--- config.mk ---
export PLATFORM = sky130hd
export DESIGN_NAME = power_module_command_framer_unit
export DESIGN_NICKNAME = d
export VERILOG_FILES = /design/src/rtl/pmcf_pkg.sv /design/src/rtl/power_module_command_framer_unit.sv
export SDC_FILE = /design/constraint.sdc
export NUM_CORES = 1
export LEC_CHECK = 0
export ABC_CLOCK_PERIOD_IN_PS = 6700
export BUFFER_PORTS_ARGS = -buffer_cell sky130_fd_sc_hd__buf_2
export CAP_MARGIN = 20
export CORE_MARGIN = 10
export CORE_UTILIZATION = 23
export DETAILED_ROUTE_END_ITERATION = 8
export MAX_ROUTING_LAYER = met4
export PLACE_DENSITY_LB_ADDON = 0.05
export SLEW_MARGIN = 40
export SYNTH_ARGS = -nofsm -noshare
export SYNTH_HDL_FRONTEND = slang
export SYNTH_SLANG_ARGS = --single-unit
--- constraint.sdc ---
create_clock -name clk -period 6.7 [get_ports clk]
set_input_delay 0.67 -clock clk [delete_from_list [all_inputs] [get_ports clk]]
set_output_delay 0.67 -clock clk [all_outputs]
set_load 0.02 [all_outputs]
--- src/rtl/pmcf_pkg.sv ---
// Shared types, codes and the sequencer program ROM for the command framer.
`timescale 1ns / 1ps

package pmcf_pkg;

    // Command kinds
    localparam logic [2:0] KIND_STATUS   = 3'd0;
    localparam logic [2:0] KIND_START    = 3'd1;
    localparam logic [2:0] KIND_SHUTDOWN = 3'd2;
    localparam logic [2:0] KIND_SET_VI   = 3'd3;
    localparam logic [2:0] KIND_LIMIT    = 3'd4;

    localparam int STEP_W = 5;
    localparam logic [STEP_W-1:0] PROG_LEN = 5'd24;

    // Program entry points
    localparam logic [STEP_W-1:0] ENTRY_STATUS   = 5'd4;
    localparam logic [STEP_W-1:0] ENTRY_START    = 5'd7;
    localparam logic [STEP_W-1:0] ENTRY_SHUTDOWN = 5'd11;
    localparam logic [STEP_W-1:0] ENTRY_SET      = 5'd15;
    localparam logic [STEP_W-1:0] ENTRY_CRC      = 5'd22;

    localparam logic [15:0] CRC_POLY = 16'h1021;

    typedef enum logic [2:0] {
        SRC_CONST,
        SRC_VH,
        SRC_VL,
        SRC_IH,
        SRC_IL,
        SRC_CRCH,
        SRC_CRCL
    } src_t;

    typedef enum logic [1:0] {
        FLOW_NEXT,
        FLOW_DISPATCH,
        FLOW_GOTO,
        FLOW_END
    } flow_t;

    typedef struct packed {
        src_t              src;
        logic [7:0]        data;
        logic              crc_upd;
        logic              last;
        flow_t             flow;
        logic [STEP_W-1:0] target;
    } ctrl_word_t;

    // Build one control word
    function automatic ctrl_word_t cw(src_t src, logic [7:0] data, logic crc_upd,
                                      logic last, flow_t flow, logic [STEP_W-1:0] target);
        ctrl_word_t w;
        w.src     = src;
        w.data    = data;
        w.crc_upd = crc_upd;
        w.last    = last;
        w.flow    = flow;
        w.target  = target;
        return w;
    endfunction

    // Program ROM: preamble, per-kind body, shared CRC tail
    function automatic ctrl_word_t prog_rom(logic [STEP_W-1:0] addr);
        ctrl_word_t w;
        unique case (addr)
            5'd0:    w = cw(SRC_CONST, 8'hA0, 1'b0, 1'b0, FLOW_NEXT, 5'd0);
            5'd1:    w = cw(SRC_CONST, 8'hA0, 1'b0, 1'b0, FLOW_NEXT, 5'd0);
            5'd2:    w = cw(SRC_CONST, 8'hA0, 1'b0, 1'b0, FLOW_NEXT, 5'd0);
            5'd3:    w = cw(SRC_CONST, 8'hFF, 1'b0, 1'b0, FLOW_DISPATCH, 5'd0);
            // status request
            5'd4:    w = cw(SRC_CONST, 8'h04, 1'b1, 1'b0, FLOW_NEXT, 5'd0);
            5'd5:    w = cw(SRC_CONST, 8'h00, 1'b1, 1'b0, FLOW_NEXT, 5'd0);
            5'd6:    w = cw(SRC_CONST, 8'h00, 1'b1, 1'b0, FLOW_GOTO, ENTRY_CRC);
            // start
            5'd7:    w = cw(SRC_CONST, 8'h05, 1'b1, 1'b0, FLOW_NEXT, 5'd0);
            5'd8:    w = cw(SRC_CONST, 8'h00, 1'b1, 1'b0, FLOW_NEXT, 5'd0);
            5'd9:    w = cw(SRC_CONST, 8'h02, 1'b1, 1'b0, FLOW_NEXT, 5'd0);
            5'd10:   w = cw(SRC_CONST, 8'h88, 1'b1, 1'b0, FLOW_GOTO, ENTRY_CRC);
            // shutdown
            5'd11:   w = cw(SRC_CONST, 8'h05, 1'b1, 1'b0, FLOW_NEXT, 5'd0);
            5'd12:   w = cw(SRC_CONST, 8'h00, 1'b1, 1'b0, FLOW_NEXT, 5'd0);
            5'd13:   w = cw(SRC_CONST, 8'h02, 1'b1, 1'b0, FLOW_NEXT, 5'd0);
            5'd14:   w = cw(SRC_CONST, 8'h00, 1'b1, 1'b0, FLOW_GOTO, ENTRY_CRC);
            // set voltage and current, set current limit
            5'd15:   w = cw(SRC_CONST, 8'h08, 1'b1, 1'b0, FLOW_NEXT, 5'd0);
            5'd16:   w = cw(SRC_CONST, 8'h00, 1'b1, 1'b0, FLOW_NEXT, 5'd0);
            5'd17:   w = cw(SRC_CONST, 8'h10, 1'b1, 1'b0, FLOW_NEXT, 5'd0);
            5'd18:   w = cw(SRC_VH,    8'h00, 1'b1, 1'b0, FLOW_NEXT, 5'd0);
            5'd19:   w = cw(SRC_VL,    8'h00, 1'b1, 1'b0, FLOW_NEXT, 5'd0);
            5'd20:   w = cw(SRC_IH,    8'h00, 1'b1, 1'b0, FLOW_NEXT, 5'd0);
            5'd21:   w = cw(SRC_IL,    8'h00, 1'b1, 1'b0, FLOW_NEXT, 5'd0);
            // CRC tail
            5'd22:   w = cw(SRC_CRCH,  8'h00, 1'b0, 1'b0, FLOW_NEXT, 5'd0);
            5'd23:   w = cw(SRC_CRCL,  8'h00, 1'b0, 1'b1, FLOW_END, 5'd0);
            default: w = cw(SRC_CONST, 8'h00, 1'b0, 1'b1, FLOW_END, 5'd0);
        endcase
        return w;
    endfunction

    // CRC-16/XMODEM update by one byte, MSB first
    function automatic logic [15:0] crc_byte(logic [15:0] crc_in, logic [7:0] data);
        logic [15:0] c;
        c = crc_in ^ {data, 8'h00};
        for (int b = 0; b < 8; b++) begin
            if (c[15])
                c = {c[14:0], 1'b0} ^ CRC_POLY;
            else
                c = {c[14:0], 1'b0};
        end
        return c;
    endfunction

endpackage

--- src/rtl/power_module_command_framer_unit.sv ---
// Top level of the power module command framer: microcoded byte sequencer.
`timescale 1ns / 1ps

// Takes one command beat and emits its frame (A0 A0 A0 FF, length, 00, command
// bytes, CRC-16/XMODEM high then low) one byte beat per cycle while out_ready
// stays high, last_byte set on the CRC low byte. A step counter walks a 24-word
// program ROM; each step puts one byte into the output register, so a frame holds
// N bytes (9, 10 or 13), and the next command is taken in the cycle after the last
// byte is loaded. Kinds 5 to 7 are taken and produce no bytes. max_voltage_code
// is written with cfg_wr_en and used in place of voltage_code by the current
// limit command.
module power_module_command_framer_unit (
    input  logic        clk,
    input  logic        rst_n,
    input  logic        cfg_wr_en,
    input  logic [15:0] cfg_wr_data,
    input  logic        in_valid,
    output logic        in_ready,
    input  logic [2:0]  kind,
    input  logic [15:0] voltage_code,
    input  logic [15:0] current_code,
    output logic        out_valid,
    input  logic        out_ready,
    output logic [7:0]  frame_byte,
    output logic        last_byte
);

    logic [15:0]                  max_voltage_code_reg;
    logic                         busy_reg;
    logic [pmcf_pkg::STEP_W-1:0]  step_reg;
    logic [pmcf_pkg::STEP_W-1:0]  step_next;
    logic [2:0]                   kind_reg;
    logic [15:0]                  volt_reg;
    logic [15:0]                  curr_reg;
    logic [15:0]                  crc_reg;
    logic                         out_valid_reg;
    logic [7:0]                   frame_byte_reg;
    logic                         last_byte_reg;
    pmcf_pkg::ctrl_word_t         word;
    logic [7:0]                   byte_sel;
    logic                         in_fire;
    logic                         load;
    logic                         kind_ok;

    assign in_ready   = !busy_reg;
    assign in_fire    = in_valid && in_ready;
    assign load       = busy_reg && (!out_valid_reg || out_ready);
    assign kind_ok    = (kind <= pmcf_pkg::KIND_LIMIT);
    assign word       = pmcf_pkg::prog_rom(step_reg);
    assign out_valid  = out_valid_reg;
    assign frame_byte = frame_byte_reg;
    assign last_byte  = last_byte_reg;

    // Select the byte for the current step
    always_comb
    begin
        case (word.src)
            pmcf_pkg::SRC_VH:   byte_sel = volt_reg[15:8];
            pmcf_pkg::SRC_VL:   byte_sel = volt_reg[7:0];
            pmcf_pkg::SRC_IH:   byte_sel = curr_reg[15:8];
            pmcf_pkg::SRC_IL:   byte_sel = curr_reg[7:0];
            pmcf_pkg::SRC_CRCH: byte_sel = crc_reg[15:8];
            pmcf_pkg::SRC_CRCL: byte_sel = crc_reg[7:0];
            default:            byte_sel = word.data;
        endcase
    end

    // Sequence the next step: advance, jump by kind, or jump to the tail
    always_comb
    begin
        step_next = step_reg + 1'b1;
        case (word.flow)
            pmcf_pkg::FLOW_DISPATCH:
            begin
                case (kind_reg) inside
                    pmcf_pkg::KIND_STATUS:   step_next = pmcf_pkg::ENTRY_STATUS;
                    pmcf_pkg::KIND_START:    step_next = pmcf_pkg::ENTRY_START;
                    pmcf_pkg::KIND_SHUTDOWN: step_next = pmcf_pkg::ENTRY_SHUTDOWN;
                    pmcf_pkg::KIND_SET_VI, pmcf_pkg::KIND_LIMIT:
                                             step_next = pmcf_pkg::ENTRY_SET;
                    default:                 step_next = pmcf_pkg::ENTRY_CRC;
                endcase
            end
            pmcf_pkg::FLOW_GOTO: step_next = word.target;
            default:             step_next = step_reg + 1'b1;
        endcase
    end

    // Hold the configuration register
    always_ff @(posedge clk or negedge rst_n)
    begin
        if (!rst_n)
            max_voltage_code_reg <= 16'd0;
        else if (cfg_wr_en)
            max_voltage_code_reg <= cfg_wr_data;
    end

    // Control: busy flag, step counter, output valid
    always_ff @(posedge clk or negedge rst_n)
    begin
        if (!rst_n)
        begin
            busy_reg      <= 1'b0;
            step_reg      <= '0;
            out_valid_reg <= 1'b0;
        end
        else
        begin
            if (in_fire)
            begin
                busy_reg <= kind_ok;
                step_reg <= '0;
            end
            else if (load)
            begin
                step_reg <= step_next;
                if (word.flow == pmcf_pkg::FLOW_END)
                    busy_reg <= 1'b0;
            end

            if (load)
                out_valid_reg <= 1'b1;
            else if (out_ready)
                out_valid_reg <= 1'b0;
        end
    end

    // Datapath: latch the command, run the CRC, load the output beat
    always_ff @(posedge clk)
    begin
        if (in_fire)
        begin
            kind_reg <= kind;
            volt_reg <= (kind == pmcf_pkg::KIND_LIMIT) ? max_voltage_code_reg : voltage_code;
            curr_reg <= current_code;
            crc_reg  <= 16'd0;
        end
        else if (load && word.crc_upd)
            crc_reg <= pmcf_pkg::crc_byte(crc_reg, byte_sel);

        if (load)
        begin
            frame_byte_reg <= byte_sel;
            last_byte_reg  <= word.last;
        end
    end

    // Loading the closing byte frees the input side
    a_end_frees_input: assert property (@(posedge clk) disable iff (!rst_n)
        load && word.last |=> in_ready)
        else $error("input not ready after closing byte");

    // A valid command starts the program at step zero
    a_start_step: assert property (@(posedge clk) disable iff (!rst_n)
        in_fire && kind_ok |=> busy_reg && step_reg == '0)
        else $error("command did not start the program");

    // The step counter stays inside the program while busy
    a_step_range: assert property (@(posedge clk) disable iff (!rst_n)
        busy_reg |-> step_reg < pmcf_pkg::PROG_LEN)
        else $error("step counter left the program");

endmodule
==> summary.md <==
| Metric | Value |
|---|---|
| Worst clock skew | 7.901 ps |
| Skew-Pair Late Insertion Delay | 350 ps |
| Mux contribution to synthesized area | 14.21% |
| Largest net degree at the start of global routing | 48 |
| Max-slew headroom | 48.03% |
| Largest family of logic cells by synthesized area | multiplexers |
| Synthesized cell area | 4454 sq um |
| Ys flop type | edfxtp_1 |
| Clock buffer depth | 2 |
| Cell area power density | 514.4 nW/um^2 |
| Drt initial violations | 131 |
| Yosys warning total | 0 |
| Final instance area | 5348 sq um |
| Overall Power | 2751 uW |
| Hold Crit Class | in -> async |
| WL/cell | 17.98 microns |
| Htree depth | 3 |
| CTS Buf Count | 9 |
| CP peak stage delay | 760 ps |
| Final Hold Vio Count | 0 |
| XOR/XNOR Fraction of Synth Area | 5.253% |
| Worst slew pin tran | 779.6 ps |
| Vias in the first global route | 3321 |
| Max Slew Vio Count | 0 |
| Layout net count | 510 |
| GRT Total Usage | 10.64% |
| Die area | 25330 sq um |
| Die height | 159.2 microns |
| Drt drc | 0 |
| Initial core utilization | 23.58% |
| Cell Rows | 50 |
| CTS tree | done |
| Period utilization | 50.48% |
| Post-synthesis compound-gate area fraction | 13.06% |
| Top cell type's share of synthesized area | 29.66% |
| Port bufs | 66 |
| Placed inst area | 5037 sq um |
| Ys async rst share | 27.71% |
| Post-cts resize count | 0 |
| Worst path top cell family by delay | compound AO/OA/AOI/OAI gates |
| Final setup fails | 0 |
| Routed vias/inst | 4.358 |
| Drt total wl | 12770 microns |
| Sink Count | 83 |
| Detailed Place HPWL | 9844 microns |
| Arr. time, crit path | 3590 ps |
| Setup crit start kind | flop |
| Fin Setup TNS | 0 ps |
| Tmin final | 3382 ps |
| GRT Residual Overflow | 0 |
| Post-synthesis adder-cell area fraction | 2.528% |
| Unique cell type count in the Yosys netlist | 63 |
| Post-Synthesis Cells | 384 |
| Gpl congestion | 0.8131 |
| RSZ-0062 raised after global routing | false |
| First-pass GRT wire length | 20400 microns |
| Hold-fix buffers, CTS | 0 |
| IO Count | 67 |
| Mapped Nets | 449 |
| Postcts setup bufs | 0 |
| Fin util | 28.30% |
| Area leader, netlist | edfxtp_1 |
| Simple-gate portion of the synthesized area | 11.66% |
| Layout cells sized above 1 | 31.33% |
| Synth-to-Final Area Change | 20.06% |
| Max_cap viols | 0 |
| Chip width | 159.2 microns |
| Slowest cell on crit path | ha_1 |
| Endpoint type of the worst setup path | flop |
| Initial antenna violation count | 0 |
| Status | completed |
| Sequential fraction of the synthesis area | 49.78% |
| Fin cells | 710 |
| Core area | 18890 sq um |
| DP Cell Count | 694 |
| Initial DRT Pass Iterations | 4 |
| Number of synthesized register bits | 83 |
| Critical Path Fanout Max | 14 |
| WP data required | 6910 ps |
| Top post-synthesis cells by area | edfxtp_1, dfrtp_1, mux2_2 |
| F_max | 295.7 MHz |
| Max VDD drop | 0.0001680 V |
| Critical path class | reg -> reg |
| CP Buf/Inv Count | 1 |
| Vias | 3094 |
| # diodes | 0 |
| P_leak | 0.002076 uW |
| Clock transition at path regs | 70 ps |
| Synthesized area per cell | 11.60 sq um |
| EDFF count, synth | 44 |
| Routed Antenna Nets | 0 |
| Root Driver | clkbuf_16 |
| Crit path cell chain | inv_1 > ha_1 > mux2_1 > a221oi_1 > a211oi_1 > a2111oi_4 > xnor2_2 > xnor2_1 > mux2i_1 > nor2_1 |
[per-layer routing]
layer | global-route usage, % | vias up | share of wire [%]
met1 | 14.05 | 1482 | 51
li1 | - | 1528 | -
met3 | 2.634 | 8 | 3.5
met5 | - | - | 0
met4 | 3.075 | 0 | 0.96
met2 | 15.77 | 76 | 45
[logic make-up (layout without fill, tap and decap cells)]
kind of cell               Yosys count  in the layout
buffers and inverters               33             99
xor gates and xnor gates            25             25
adders and majority gates            9              9
DFF                                 83             83
AOI/OAI and AO/OA                   75             75
and+or+nand+nor                    101            101
muxes                               58             58
[metrics by stage]
stage	setup WS [ps]	hold WS, ps
3_3_place_gp	3294	484.1
2_1_floorplan	4112	374.4
6_report	3318	319.3
3_5_place_dp	3303	491.8
5_1_grt	3084	351.3
4_1_cts	3289	333.9
[worst paths after layout]
kind                       cells past startpoint                           startpoint                              endpoint  slack (ps)
max in group asynchronous                      1                                rst_n                  busy_reg$_DFFE_PN0P_        5980
min                                            1                                rst_n  max_voltage_code_reg[12]$_DFFE_PN0P_         320
max reg2reg                                   10              step_reg[0]$_DFFE_PN0P_              crc_reg[12]$_SDFFE_PP0P_        3320
min reg2reg                                    1  max_voltage_code_reg[6]$_DFFE_PN0P_   max_voltage_code_reg[6]$_DFFE_PN0P_         500
min in group clk                               1                      current_code[6]                 curr_reg[6]$_DFFE_PP_         490
max                                           10              step_reg[0]$_DFFE_PN0P_              crc_reg[12]$_SDFFE_PP0P_        3320
[synth_stat cells (2+ instances only)]
master and number:
a22oi_1 2, a311oi_1 2, and3_1 2, mux2_2 35, buf_6 2, nor2b_1 5, o22ai_1 3, nand3_1 11
o2bb2ai_1 3, inv_1 13, nand2_1 30, o211ai_1 2, mux2_1 3, clkbuf_1 8, buf_2 5, a221o_1 3
edfxtp_1 44, buf_4 3, a221oi_1 3, o31ai_1 4, a211o_1 2, dfrtp_1 23, xnor2_1 20, inv_2 2
nand2b_4 2, a21oi_1 18, ha_1 9, nor2_1 28, dfxtp_1 16, a211oi_1 4, and3b_1 2, o21ai_0 14
nand4_1 3, nand2b_1 6, nor3_1 4, mux2i_1 19, xor2_1 3
[area by class of cell]
cell class	count	area (sq um)
timing repair buffer	68	345.3
fill	2040	13550
sequential	83	2217
clock buffer	10	229.0
clock inverter	6	81.33
tap	260	325.3
inverter	15	58.81
multi-input combinational	268	2091
[worst reg2reg max path, delay by kind of cell, from the launching register on]
| kind | cells | cell delay [ps] |
|---|---|---|
| compound gates | 3 | 990 |
| xor+xnor | 2 | 400 |
| fa+ha+maj | 1 | 760 |
| buf+inv | 1 | 120 |
| flops | 1 | 400 |
| mux | 2 | 540 |
| simple gates | 1 | 50 |
[power by group]
group	switching [uW]	internal, uW	leakage, uW	total (uW)
Clock	207	324	0.000150	531
Sequential	148	682	0.000810	830
Combinational	791	600	0.00112	1390
[cells in the final DEF, fill, tap and decap left out, types with 4 or more instances in the layout]
cell type / Yosys / layout
nand3_1: 11 / 11
dfxtp_1: 16 / 16
edfxtp_1: 44 / 44
o31ai_1: 4 / 4
nor2b_1: 5 / 5
nand2b_1: 6 / 6
a211oi_1: 4 / 4
dfrtp_1: 23 / 23
mux2i_1: 19 / 19
ha_1: 9 / 9
buf_2: 5 / 66
mux2_2: 35 / 35
nand2_1: 30 / 30
inv_1: 13 / 12
a21oi_1: 18 / 18
xnor2_1: 20 / 20
nor2_1: 28 / 28
clkbuf_16: 0 / 9
o21ai_0: 14 / 14
(Power assumes the default switching activity.)
